File: src/design/pewg_pkg.sv
// Shared types, constants and saturating helpers for the polynomial evaluator.
package pewg_pkg;

  localparam int unsigned ORDER_DEFAULT = 3;
  localparam int unsigned ORDER_MIN     = 1;
  localparam int unsigned ORDER_MAX     = 3;

  localparam int unsigned WORD_W     = 32;
  localparam int unsigned WIDE_W     = 64;
  localparam int unsigned TERM_W     = 2;
  localparam int unsigned CFG_IDX_W  = 3;
  localparam int unsigned OUT_DATA_W = 3 * WORD_W;

  // Configuration register indexes
  localparam logic [CFG_IDX_W-1:0] REG_COEFF_0 = 3'd0;
  localparam logic [CFG_IDX_W-1:0] REG_COEFF_1 = 3'd1;
  localparam logic [CFG_IDX_W-1:0] REG_COEFF_2 = 3'd2;
  localparam logic [CFG_IDX_W-1:0] REG_COEFF_3 = 3'd3;

  localparam logic signed [WIDE_W-1:0] Q_ONE      = 64'sd65536;
  localparam logic signed [WIDE_W-1:0] Q_NEG_HALF = -64'sd32768;
  localparam logic signed [WIDE_W-1:0] SAT_POS    = 64'sh7FFF_FFFF_FFFF_FFFF;
  localparam logic signed [WIDE_W-1:0] SAT_NEG    = 64'sh8000_0000_0000_0001;
  localparam logic signed [WIDE_W:0]   SUM_POS    = 65'sh0_7FFF_FFFF_FFFF_FFFF;
  localparam logic signed [WIDE_W:0]   SUM_NEG    = 65'sh1_8000_0000_0000_0001;
  localparam logic signed [WIDE_W-1:0] W32_MAX    = 64'sh0000_0000_7FFF_FFFF;
  localparam logic signed [WIDE_W-1:0] W32_MIN    = 64'shFFFF_FFFF_8000_0000;

  typedef enum logic [2:0] {A_D, A_P, A_DP, A_M, A_PW} a_sel_e;
  typedef enum logic [1:0] {B_D, B_M, B_HALF} b_sel_e;
  typedef enum logic [1:0] {C_ZERO, C_COEFF, C_SLOPE} c_sel_e;
  typedef enum logic [2:0] {DST_P, DST_DP, DST_M, DST_S, DST_PW} dst_e;

  typedef struct packed {
    logic              load_in;
    logic              start_op;
    a_sel_e            a_sel;
    b_sel_e            b_sel;
    c_sel_e            c_sel;
    logic [TERM_W-1:0] idx;
    dst_e              dst;
    logic              load_out;
    logic              last;
  } cmd_t;

  typedef struct packed {
    logic mul_done;
  } status_t;

  function automatic int unsigned clamp_order(input int unsigned order);
    int unsigned r;
    r = order;
    if (r < ORDER_MIN) r = ORDER_MIN;
    if (r > ORDER_MAX) r = ORDER_MAX;
    return r;
  endfunction

  function automatic logic [WORD_W-1:0] sat32(input logic signed [WIDE_W-1:0] v);
    logic [WORD_W-1:0] r;
    if (v > W32_MAX) r = 32'h7FFF_FFFF;
    else if (v < W32_MIN) r = 32'h8000_0000;
    else r = v[WORD_W-1:0];
    return r;
  endfunction

  function automatic logic signed [WIDE_W-1:0] sadd(input logic signed [WIDE_W-1:0] a,
                                                    input logic signed [WIDE_W-1:0] b);
    logic signed [WIDE_W:0]   sum;
    logic signed [WIDE_W-1:0] r;
    sum = {a[WIDE_W-1], a} + {b[WIDE_W-1], b};
    if (sum > SUM_POS) r = SAT_POS;
    else if (sum < SUM_NEG) r = SAT_NEG;
    else r = sum[WIDE_W-1:0];
    return r;
  endfunction

  function automatic logic signed [WIDE_W-1:0] sext32(input logic [WORD_W-1:0] v);
    return {{(WIDE_W-WORD_W){v[WORD_W-1]}}, v};
  endfunction

endpackage

File: src/design/pewg_ctrl.sv
// Controller: sequences Horner steps, the d^3 scale, the slope product and the power beats.
module pewg_ctrl #(
  parameter int unsigned POLY_ORDER = pewg_pkg::ORDER_DEFAULT
) (
  input  logic              clk_i,
  input  logic              rst_ni,
  input  logic              in_valid_i,
  output logic              in_ready_o,
  output logic              out_valid_o,
  input  logic              out_ready_i,
  input  pewg_pkg::status_t status_i,
  output pewg_pkg::cmd_t    cmd_o
);

  localparam int unsigned ORD = pewg_pkg::clamp_order(POLY_ORDER);
  localparam logic [pewg_pkg::TERM_W-1:0] K_LAST      = pewg_pkg::TERM_W'(ORD);
  localparam logic [pewg_pkg::TERM_W-1:0] K_P_START   = pewg_pkg::TERM_W'(ORD - 1);
  localparam logic [pewg_pkg::TERM_W-1:0] K_DP_START  = pewg_pkg::TERM_W'((ORD >= 2) ? ORD - 2 : 0);
  localparam logic                        HAS_DP      = (ORD >= 2);
  localparam logic [pewg_pkg::TERM_W-1:0] K_CUBE_LAST = 2'd2;

  typedef enum logic [3:0] {
    S_IDLE  = 4'b0001,
    S_ISSUE = 4'b0010,
    S_WAIT  = 4'b0100,
    S_EMIT  = 4'b1000
  } state_e;

  typedef enum logic [4:0] {
    PH_P     = 5'b00001,
    PH_DP    = 5'b00010,
    PH_CUBE  = 5'b00100,
    PH_SLOPE = 5'b01000,
    PH_POWER = 5'b10000
  } phase_e;

  state_e                      state_q, state_d;
  phase_e                      phase_q, phase_d;
  logic [pewg_pkg::TERM_W-1:0] k_q, k_d;
  logic                        out_valid_q, out_valid_d;
  logic                        out_free;

  assign out_free = !out_valid_q || out_ready_i;

  always_comb begin
    cmd_o          = '0;
    cmd_o.idx      = k_q;
    cmd_o.last     = (k_q == K_LAST);
    cmd_o.load_in  = (state_q == S_IDLE) && in_valid_i;
    cmd_o.start_op = (state_q == S_ISSUE);
    cmd_o.load_out = (state_q == S_EMIT) && out_free;
    unique case (phase_q)
      PH_P: begin
        cmd_o.a_sel = pewg_pkg::A_P;
        cmd_o.b_sel = pewg_pkg::B_D;
        cmd_o.c_sel = pewg_pkg::C_COEFF;
        cmd_o.dst   = pewg_pkg::DST_P;
      end
      PH_DP: begin
        cmd_o.a_sel = pewg_pkg::A_DP;
        cmd_o.b_sel = pewg_pkg::B_D;
        cmd_o.c_sel = pewg_pkg::C_SLOPE;
        cmd_o.dst   = pewg_pkg::DST_DP;
      end
      PH_CUBE: begin
        // d*d, then *d, then scale by -0.5
        cmd_o.a_sel = (k_q == 2'd0) ? pewg_pkg::A_D : pewg_pkg::A_M;
        cmd_o.b_sel = (k_q == K_CUBE_LAST) ? pewg_pkg::B_HALF : pewg_pkg::B_D;
        cmd_o.c_sel = pewg_pkg::C_ZERO;
        cmd_o.dst   = pewg_pkg::DST_M;
      end
      PH_SLOPE: begin
        cmd_o.a_sel = pewg_pkg::A_DP;
        cmd_o.b_sel = pewg_pkg::B_M;
        cmd_o.c_sel = pewg_pkg::C_ZERO;
        cmd_o.dst   = pewg_pkg::DST_S;
      end
      PH_POWER: begin
        cmd_o.a_sel = pewg_pkg::A_PW;
        cmd_o.b_sel = pewg_pkg::B_D;
        cmd_o.c_sel = pewg_pkg::C_ZERO;
        cmd_o.dst   = pewg_pkg::DST_PW;
      end
      default: ;
    endcase
  end

  always_comb begin
    state_d     = state_q;
    phase_d     = phase_q;
    k_d         = k_q;
    out_valid_d = out_valid_q;
    if (out_valid_q && out_ready_i) out_valid_d = 1'b0;
    unique case (state_q)
      S_IDLE: begin
        if (in_valid_i) begin
          state_d = S_ISSUE;
          phase_d = PH_P;
          k_d     = K_P_START;
        end
      end
      S_ISSUE: state_d = S_WAIT;
      S_WAIT: begin
        if (status_i.mul_done) begin
          state_d = S_ISSUE;
          unique case (phase_q)
            PH_P: begin
              if (k_q != 2'd0) begin
                k_d = k_q - 2'd1;
              end else if (HAS_DP) begin
                phase_d = PH_DP;
                k_d     = K_DP_START;
              end else begin
                phase_d = PH_CUBE;
                k_d     = '0;
              end
            end
            PH_DP: begin
              if (k_q != 2'd0) begin
                k_d = k_q - 2'd1;
              end else begin
                phase_d = PH_CUBE;
                k_d     = '0;
              end
            end
            PH_CUBE: begin
              if (k_q == K_CUBE_LAST) phase_d = PH_SLOPE;
              else k_d = k_q + 2'd1;
            end
            PH_SLOPE: begin
              state_d = S_EMIT;
              k_d     = '0;
            end
            default: state_d = S_EMIT;
          endcase
        end
      end
      S_EMIT: begin
        // Hand the beat to the output register once it is free
        if (out_free) begin
          out_valid_d = 1'b1;
          if (k_q == K_LAST) begin
            state_d = S_IDLE;
          end else begin
            state_d = S_ISSUE;
            phase_d = PH_POWER;
            k_d     = k_q + 2'd1;
          end
        end
      end
      default: state_d = S_IDLE;
    endcase
  end

  always_ff @(posedge clk_i or negedge rst_ni) begin
    if (!rst_ni) begin
      state_q     <= S_IDLE;
      phase_q     <= PH_P;
      k_q         <= '0;
      out_valid_q <= 1'b0;
    end else begin
      state_q     <= state_d;
      phase_q     <= phase_d;
      k_q         <= k_d;
      out_valid_q <= out_valid_d;
    end
  end

  assign in_ready_o  = (state_q == S_IDLE);
  assign out_valid_o = out_valid_q;

endmodule

File: config.mk
export PLATFORM = sky130hd
export DESIGN_NAME = pewg_ctrl
export DESIGN_NICKNAME = d
export VERILOG_FILES = /design/src/design/pewg_pkg.sv /design/src/design/pewg_ctrl.sv
export SDC_FILE = /design/constraint.sdc
export NUM_CORES = 1
export LEC_CHECK = 0
export ABC_CLOCK_PERIOD_IN_PS = 2060
export BUFFER_PORTS_ARGS = -buffer_cell sky130_fd_sc_hd__buf_2
export CORE_AREA = 2 2 51 53
export DETAILED_ROUTE_END_ITERATION = 7
export DIE_AREA = 0 0 53 55
export PLACE_DENSITY_LB_ADDON = 0.15
export SYNTH_ARGS = -nofsm -noshare
export SYNTH_HDL_FRONTEND = slang
export SYNTH_SLANG_ARGS = --single-unit
File: constraint.sdc
create_clock -name clk_i -period 2.06 [get_ports clk_i]
set_clock_uncertainty 0.15 [all_clocks]
set_input_delay 0.206 -clock clk_i [delete_from_list [all_inputs] [get_ports clk_i]]
set_output_delay 0.206 -clock clk_i [all_outputs]
set_load 0.05 [all_outputs]
==> impl_metrics.json, run 1 <==
{
  "clockRootBuffer": "clkbuf_4",
  "n_fill_cell": 188,
  "max-cap-violations": 0,
  "num_io_pins": 23,
  "vias": 1189,
  "synth-edff-count": 0,
  "synth_nets": 139,
  "ys_ff_latch": 12,
  "clk_path_buf_depth": 2,
  "path_clk_slew_ns": 0.08,
  "syn2layout_area_growth_pct": 52.60,
  "yosys.cell_count.top_type": "o21ai_0",
  "grt_pass1_wl_mm": 4.981,
  "cts_tree": "yes",
  "die_h_um": 55,
  "yosysSeqAreaShare_pct": 27.91,
  "synth_area_leader_cell": "dfrtp_1",
  "io_buffers": 22,
  "rows": 18,
  "path_max_fanout": 4,
  "ant_nets": 0,
  "synth_ff_type": "dfrtp_1",
  "min_period_ns": 2.220,
  "syn_inst": 129,
  "core-area_um2": 2365,
  "period_share_pct": 107.8,
  "worst_slack_ns": -0.1600,
  "power_leakage_uw": 0.0008115,
  "diodes": 0,
  "status": "complete, but fails checks",
  "synth.distinct_cells": 50,
  "rsz0062_at_grt": "true",
  "end_kind": "flip-flop",
  "finalHoldViolations": 0,
  "drive_gt1_share_pct": 53.59,
  "synth_area_leaders": "dfrtp_1, o21ai_0, ha_1, dfstp_2, nor3_1",
  "layout.cells.non_filler": 211,
  "die_w_um": 53,
  "antenna_found_initial": 0,
  "fin_area_um2": 1655,
  "gr-total-overflow": 0,
  "crit_type": "reg2reg",
  "viasPerCell": 5.635,
  "htreeDepth": 1,
  "avgSynthCellArea_um2": 8.409,
  "synth_common_cells": "o21ai_0, dfrtp_1, inv_1, nor2_1, nor3_1",
  "clkSinkCount": 12,
  "fin_util_pct": 70.00,
  "failed_checks": "negative setup slack",
  "numCtsBuffers": 3,
  "hpwlAfterDp_mm": 2.278,
  "hold_class": "in2reg",
  "wl_per_cell_um": 14.43,
  "start_util_pct": 45.87,
  "synthArstFlopShare_pct": 100.0,
  "routed_wl_mm": 3.045,
  "numPlacedInstances": 200,
  "yosys_warnings": 0,
  "clkLatencyLatePin_ns": 0.28,
  "synth_top_area_share_pct": 23.07,
  "place_congestion": 0.8653,
  "dpl_cell_area_um2": 1425,
  "drtIter0Drc": 59,
  "relSlewSlack_pct": 55.70,
  "report.final.slew_viol_count": 0,
  "grt_pass1_vias": 1064,
  "netlist_area_um2": 1085,
  "grt_max_degree": 16,
  "die-area_um2": 2915,
  "ir_worst_vdd_mv": 1.265,
  "setup_viol": 6,
  "drcViolationCount": 0,
  "fmax_mhz": 450.5,
  "grt_usage_pct": 23.72,
  "power_density_nw_per_um2": 1222,
  "final_nets": 192,
  "drt_first_pass_iters": 4,
  "crit_arrival_ns": 2.23,
  "critPathRequiredTime_ns": 2.07,
  "start_kind": "flip-flop",
  "tightest_slew_ns": 0.6561
}
-- critical path, stage by stage (launching register included) --
cell	delay, ns
dfrtp_2	0.43
ha_4	0.16
or3b_4	0.38
o311ai_4	0.24
nand2_2	0.09
a211o_4	0.34
mux2_4	0.30
-- per-stage QoR --
| step | total power (uW) | setup slack, ns | hold WS [ns] | TNS, ns |
|---|---|---|---|---|
| detailed placement | 1609 | -0.1429 | -0.03548 | -0.4041 |
| finish | 2023 | -0.1600 | 0.06425 | -0.4378 |
| CTS | 1927 | -0.1622 | 0.06299 | -0.4217 |
| global route | 2160 | -0.1947 | 0.07066 | -0.9626 |
| floorplan | 1225 | -0.3852 | -0.2396 | -1.382 |
| global placement | 1595 | -0.1164 | -0.05711 | -0.3084 |
-- worst paths after layout --
kind                               to  cells after the start  startpoint  slack [ns]
min                        state_q[2]                      2    status_i        0.06
max                        phase_q[4]                      6      k_q[0]       -0.16
max in group asynchronous  phase_q[0]                      2      rst_ni        1.30
min reg2reg                phase_q[0]                      1  phase_q[0]        0.43
min in group asynchronous  state_q[3]                      2      rst_ni        0.18
max reg2reg                phase_q[4]                      6      k_q[0]       -0.16
-- kinds of logic (layout without fill, tap and decap cells) --
| group | count (synthesis) | count (layout) | synth area share [%] |
|---|---|---|---|
| muxes | 1 | 1 | 1.384 |
| AOI/OAI and AO/OA | 39 | 39 | 27.22 |
| and+or+nand+nor | 51 | 51 | 27.80 |
| xor gates and xnor gates | 3 | 3 | 2.423 |
| adders and majority gates | 5 | 5 | 5.767 |
| DFF | 12 | 12 | 27.91 |
| buffers and inverters | 18 | 70 | 7.496 |
-- state kept, by name, indices dropped and copies added (netlist names) --
signal,count
k_q,2
state_q,4
phase_q,5
out_valid_o,1
-- placed cells by master (no fill, tap or decap), types with 3 or more instances in the layout --
| cell | count |
|---|---|
| buf_2 | 12 |
| nor2_1 | 5 |
| buf_6 | 7 |
| clkbuf_4 | 4 |
| or4b_4 | 3 |
| o211ai_1 | 3 |
| dfrtp_2 | 3 |
| nand2_1 | 5 |
| a21oi_1 | 5 |
| o21ai_1 | 5 |
| o21ai_0 | 8 |
| dfrtp_1 | 7 |
| and3_1 | 3 |
| inv_1 | 7 |
| nor3b_1 | 3 |
| nor2_2 | 3 |
| ha_1 | 3 |
| buf_4 | 34 |
| nor3_1 | 5 |
-- report_power, final --
group	internal, uW	leakage, uW	total, uW	switching [uW]
Sequential	311	0.000153	373	61.6
Clock	75.1	0.0000150	158	82.4
Combinational	663	0.000644	1490	830
-- routing by layer --
layer | vias to the layer above | routed length [um] | share of wire [%] | GRT usage, %
met5 | - | 0 | 0 | 0
met3 | 2 | 166 | 5.5 | 5.645
met2 | 42 | 1521 | 50 | 37.92
met4 | 0 | 10 | 0.33 | 6.410
met1 | 566 | 1347 | 44 | 32.17
li1 | 579 | - | - | -
-- cell type report --
type                    count  area [um2]  area share [%]
clock buffers               4       26.28           1.587
inverters                   9       36.28           2.192
multi-input cells          99       807.0           48.75
flip-flops and latches     12       306.5           18.52
well taps                  30       37.54           2.268
repair buffers             57       441.7           26.68
-- timing repair --
action	CTS	global route
pin swaps	7	5
hold buffers	1	0
gates resized for setup	26	23
setup buffers	4	2
endpoints found under the hold margin	12	0
endpoints found under the setup margin	18	20
Note: power is estimated with default switching activity, not from simulation.
==> inputs of run 2 (changes only) <==
--- a/config.mk
+++ b/config.mk
@@ -11,6 +11,7 @@
 export DETAILED_ROUTE_END_ITERATION = 7
 export DIE_AREA = 0 0 53 55
 export PLACE_DENSITY_LB_ADDON = 0.15
+export SKIP_LAST_GASP = 1
 export SYNTH_ARGS = -nofsm -noshare
 export SYNTH_HDL_FRONTEND = slang
 export SYNTH_SLANG_ARGS = --single-unit
==> run 2 against run 1 <==
Compared with the run above: the run still ends with negative setup slack left; sequential power is essentially flat; largest cell class unchanged; highest routed layer unchanged; global-route usage is the same; register-to-register slack is essentially flat.
==> impl_metrics.json, run 2 (synthesis gave the netlist of run 1 again) <==
{
  "critPathRequiredTime_ns": 2.07,
  "max-cap-violations": 0,
  "min_period_ns": 2.221,
  "worst_slack_ns": -0.1607,
  "reg2reg_depth": 6,
  "drive_gt1_share_pct": 53.59,
  "crit_type": "reg2reg",
  "crit_arrival_ns": 2.23,
  "antenna_found_initial": 0,
  "p_clk_share_pct": 7.8,
  "swShare_pct": 48.19,
  "die_w_um": 53,
  "largest_reg_flops": 5,
  "grt_pass1_wl_mm": 4.981,
  "slowest_stage": "dfrtp_2",
  "hold_depth": 2,
  "failed_checks": "negative setup slack",
  "clk_path_buf_depth": 2,
  "syn2layout_area_growth_pct": 52.60,
  "tns_ns": -0.4471,
  "power_density_nw_per_um2": 1223,
  "viasPerCell": 5.640,
  "rsz0062_at_grt": "true",
  "pwr-share-comb_pct": 73.8,
  "finalHoldViolations": 0,
  "relSlewSlack_pct": 56.23,
  "report.final.slew_viol_count": 0,
  "internal_power_uw": 1049,
  "place_congestion": 0.8653,
  "numCtsBuffers": 3,
  "power_leakage_uw": 0.0008115,
  "regMostFlops": "phase_q",
  "fin_util_pct": 70.00,
  "ir_worst_vdd_mv": 1.263,
  "setup_viol": 6,
  "clockRootBuffer": "clkbuf_4",
  "power.total_uw": 2025,
  "clkLatencyLatePin_ns": 0.28,
  "drt_first_pass_iters": 4,
  "cts_tree": "yes",
  "ant_nets": 0,
  "hold_start": "status_i",
  "core-area_um2": 2365,
  "path_max_fanout": 4,
  "start_util_pct": 45.87,
  "rows": 18,
  "grt_max_degree": 16,
  "io_buffers": 22,
  "r2r-start": "k_q[0]",
  "tightest_slew_ns": 0.6483,
  "die-area_um2": 2915,
  "status": "complete, but fails checks",
  "critical_path_buf_inv_count": 0,
  "final_nets": 192,
  "wl_per_cell_um": 14.48,
  "crit_chain": "ha_4, or3b_4, o311ai_4, nand2_2, a211o_4, mux2_4",
  "whs_ns": 0.07166,
  "grt_pass1_vias": 1062,
  "dpl_cell_area_um2": 1425,
  "htreeDepth": 1,
  "num_io_pins": 23,
  "routed_wl_mm": 3.056,
  "period_share_pct": 107.8,
  "clkSinkCount": 12,
  "top_regs": "phase_q x5, state_q x4, k_q x2",
  "fin_area_um2": 1655,
  "p_switching_uw": 975.9,
  "vias": 1190,
  "slowest_delay_ns": 0.43,
  "path_clk_slew_ns": 0.08,
  "crit_cells": 6,
  "p_seq_share_pct": 18.5,
  "fmax_mhz": 450.3,
  "startpoint": "k_q[0]",
  "cp_top_family": "compound AO/OA/AOI/OAI gates",
  "n_fill_cell": 188,
  "drtIter0Drc": 60,
  "hold_class": "in2reg",
  "die_h_um": 55,
  "diodes": 0,
  "hpwlAfterDp_mm": 2.278,
  "drcViolationCount": 0,
  "grt_usage_pct": 23.72,
  "start_kind": "flip-flop",
  "final_common_cell": "buf_4",
  "gr-total-overflow": 0,
  "layout_common_cells": "buf_4, buf_2, o21ai_0",
  "end_kind": "flip-flop"
}
## run 2: cell counts in the layout (fill, tap and decap cells not counted)
Identical to the previous run, type by type.
## run 2: stage by stage
stage / worst slack, ns / std cells
2_1_floorplan: -0.3852 / 129
3_3_place_gp: -0.1164 / 200
3_5_place_dp: -0.1429 / 200
4_1_cts: -0.1622 / 209
5_1_grt: -0.1947 / 211
6_report: -0.1607 / 211
## run 2: routing by layer
layer	track usage, %	share of wire, %	vias to the layer above
met5	0	0	-
met3	5.645	5.6	2
li1	-	-	579
met2	37.92	49	45
met4	6.410	0.33	0
met1	32.17	45	564
## run 2: final cells by class
type,count,area [um2],area share [%]
multi-input cells,99,807.0,48.75
repair buffers,57,441.7,26.68
flip-flops and latches,12,306.5,18.52
well taps,30,37.54,2.268
inverters,9,36.28,2.192
clock buffers,4,26.28,1.587
## run 2: power by group through the flow
stage	clock network (uW)	logic [uW]	registers [uW]
after floorplan	0	818	407
after global placement	0	1220	372
after detailed placement	0	1230	375
after CTS	161	1390	371
after global routing	175	1600	382
final	157	1490	374
## run 2: path summary, 6_finish.rpt
kind,end,slack (ns)
min in group asynchronous,state_q[3],0.18
setup reg to reg,phase_q[4],-0.16
setup / recovery,phase_q[4],-0.16
hold reg to reg,phase_q[0],0.43
max in group asynchronous,phase_q[0],1.30
hold / removal,state_q[2],0.07
## run 2: repair_timing
item	in CTS	in global routing
endpoints found under the setup margin	18	20
pin swaps	7	5
gates resized for setup	26	23
hold endpoints to repair	12	0
buffers inserted	4	2
hold buffers	1	0
==> inputs of run 3 (changes only) <==
--- a/config.mk
+++ b/config.mk
@@ -7,9 +7,9 @@
 export LEC_CHECK = 0
 export ABC_CLOCK_PERIOD_IN_PS = 2060
 export BUFFER_PORTS_ARGS = -buffer_cell sky130_fd_sc_hd__buf_2
-export CORE_AREA = 2 2 51 53
+export CORE_AREA = 2 2 42 64
 export DETAILED_ROUTE_END_ITERATION = 7
-export DIE_AREA = 0 0 53 55
+export DIE_AREA = 0 0 44 66
 export PLACE_DENSITY_LB_ADDON = 0.15
 export SKIP_LAST_GASP = 1
 export SYNTH_ARGS = -nofsm -noshare
==> run 3 against run 2 <==
Compared with the run above: the flow finishes with violations (design-rule violations, negative setup slack); sequential power is essentially flat; maximum frequency up 0.18%; non-clock buffer count increased by 1; wire length is 9.8% higher; global-route usage up 1.8 points; first-iteration DRC count is 70% lower; critical path type unchanged; largest cell class unchanged; highest routed layer unchanged.
==> impl_metrics.json, run 3 (synthesis gave the netlist of run 1 again) <==
{
  "htreeDepth": 1,
  "place_congestion": 0.8923,
  "syn2layout_area_growth_pct": 50.87,
  "drive_gt1_share_pct": 50.55,
  "end_kind": "flip-flop",
  "clk_path_buf_depth": 2,
  "grt_pass1_vias": 1210,
  "relSlewSlack_pct": 66.63,
  "final_common_cell": "buf_4",
  "largest_reg_flops": 5,
  "reg2reg_depth": 6,
  "ir_worst_vdd_mv": 0.7923,
  "dpl_cell_area_um2": 1433,
  "hold_class": "in2reg",
  "top_regs": "phase_q x5, state_q x4, k_q x2",
  "gr-total-overflow": 0,
  "crit_type": "reg2reg",
  "fmax_mhz": 451.1,
  "whs_ns": 0.02877,
  "rsz0062_at_grt": "true",
  "finalHoldViolations": 0,
  "crit_arrival_ns": 2.24,
  "wl_met3_um": 103,
  "crit_chain": "ha_4, or3b_4, o311ai_4, nand2_2, a211o_4, mux2_4",
  "grt_usage_pct": 25.48,
  "numCtsBuffers": 3,
  "ant_nets": 0,
  "status": "complete, but fails checks",
  "viasPerCell": 5.845,
  "cts_tree": "yes",
  "fin_area_um2": 1637,
  "hpwlAfterDp_mm": 2.461,
  "clkLatencyLatePin_ns": 0.28,
  "drtIter0Drc": 18,
  "start_util_pct": 45.82,
  "min_period_ns": 2.217,
  "rows": 22,
  "layout_common_cells": "buf_4, buf_2, inv_1, o21ai_0, buf_6",
  "die_w_um": 44,
  "path_clk_slew_ns": 0.08,
  "core-area_um2": 2367,
  "routedLengthMet1_mm": 1.247,
  "start_kind": "flip-flop",
  "antenna_found_initial": 0,
  "max-cap-violations": 0,
  "routed_wl_mm": 3.356,
  "failed_checks": "design-rule violations, negative setup slack",
  "highest_layer": "met4",
  "slowest_stage": "dfrtp_2",
  "clockRootBuffer": "clkbuf_4",
  "final_nets": 193,
  "dr_wl_met2_mm": 1.866,
  "tightest_slew_ns": 0.4943,
  "setup_viol": 8,
  "path_max_fanout": 4,
  "critPathRequiredTime_ns": 2.09,
  "drcViolationCount": 1,
  "die-area_um2": 2904,
  "diodes": 0,
  "drt_first_pass_iters": 6,
  "num_io_pins": 23,
  "slowest_delay_ns": 0.43,
  "report.final.slew_viol_count": 0,
  "regMostFlops": "phase_q",
  "grt_pass1_wl_mm": 5.423,
  "worst_slack_ns": -0.1567,
  "io_buffers": 22,
  "clkSinkCount": 12,
  "place_ws_ns": -0.1530,
  "vias": 1204,
  "die_h_um": 66,
  "power_density_nw_per_um2": 1258,
  "period_share_pct": 107.6,
  "wl_per_cell_um": 16.29,
  "power_leakage_uw": 0.0008153,
  "grt_max_degree": 16,
  "n_fill_cell": 202,
  "hold_depth": 2
}
run 3: cell types whose count changed in the layout (fill, tap and decap cells not counted), sizes merged:
cell	change
buf	+1
run 3: worst max-delay path: cells and delay by family (launching register included):
family                   cells  cell delay (ns)
AND/OR/NAND/NOR              2             0.48
AO/OA/AOI/OAI                2             0.59
adder cells (fa/ha/maj)      1             0.16
multiplexers                 1             0.30
flip-flops                   1             0.43
run 3: cell type report:
| class | instances | area (um2) | area share (%) |
|---|---|---|---|
| tap | 24 | 30.03 | 1.835 |
| sequential | 12 | 306.5 | 18.73 |
| clock buffer | 4 | 36.28 | 2.217 |
| inverter | 9 | 33.78 | 2.064 |
| timing repair buffer | 58 | 441.7 | 26.99 |
| multi-input combinational | 99 | 788.3 | 48.17 |
run 3: through the flow:
stage                     setup TNS, ns  cells  total power, uW  utilization [%]
final                           -0.5613    206             2059            69.13
after global routing             -1.309    206             2188            69.13
after CTS                       -0.6507    205             1963            66.65
after detailed placement        -0.4775    196             1637            60.52
after global placement          -0.3550    196             1618            60.52
after floorplan                  -1.382    129             1225                -
run 3: power breakdown:
part	switching, uW	total, uW	internal (uW)
Combinational	825	1490	663
Sequential	64.6	375	310
Clock	89.2	197	108
Total	978	2060	1080
run 3: per-layer routing:
metal	global-route usage [%]	up-vias
li1	-	576
met1	26.44	582
met2	46.14	34
met3	1.913	12
met4	17.80	0
met5	0	-
run 3: final timing paths:
check,startpoint,endpoint,slack (ns)
setup / recovery,k_q[0],phase_q[4],-0.16
hold / removal,status_i,state_q[2],0.03
setup reg to reg,k_q[0],phase_q[4],-0.16
hold reg to reg,phase_q[0],phase_q[0],0.44
max in group asynchronous,rst_ni,state_q[0],1.31
min in group asynchronous,rst_ni,state_q[1],0.17
run 3: timing repair:
item | 4_1_cts | 5_1_grt
hold buffers | 1 | 0
endpoints found under the setup margin | 17 | 20
endpoints found under the hold margin | 12 | 0
setup buffers | 4 | 2
gates resized for setup | 22 | 17
pin swaps | 2 | 4
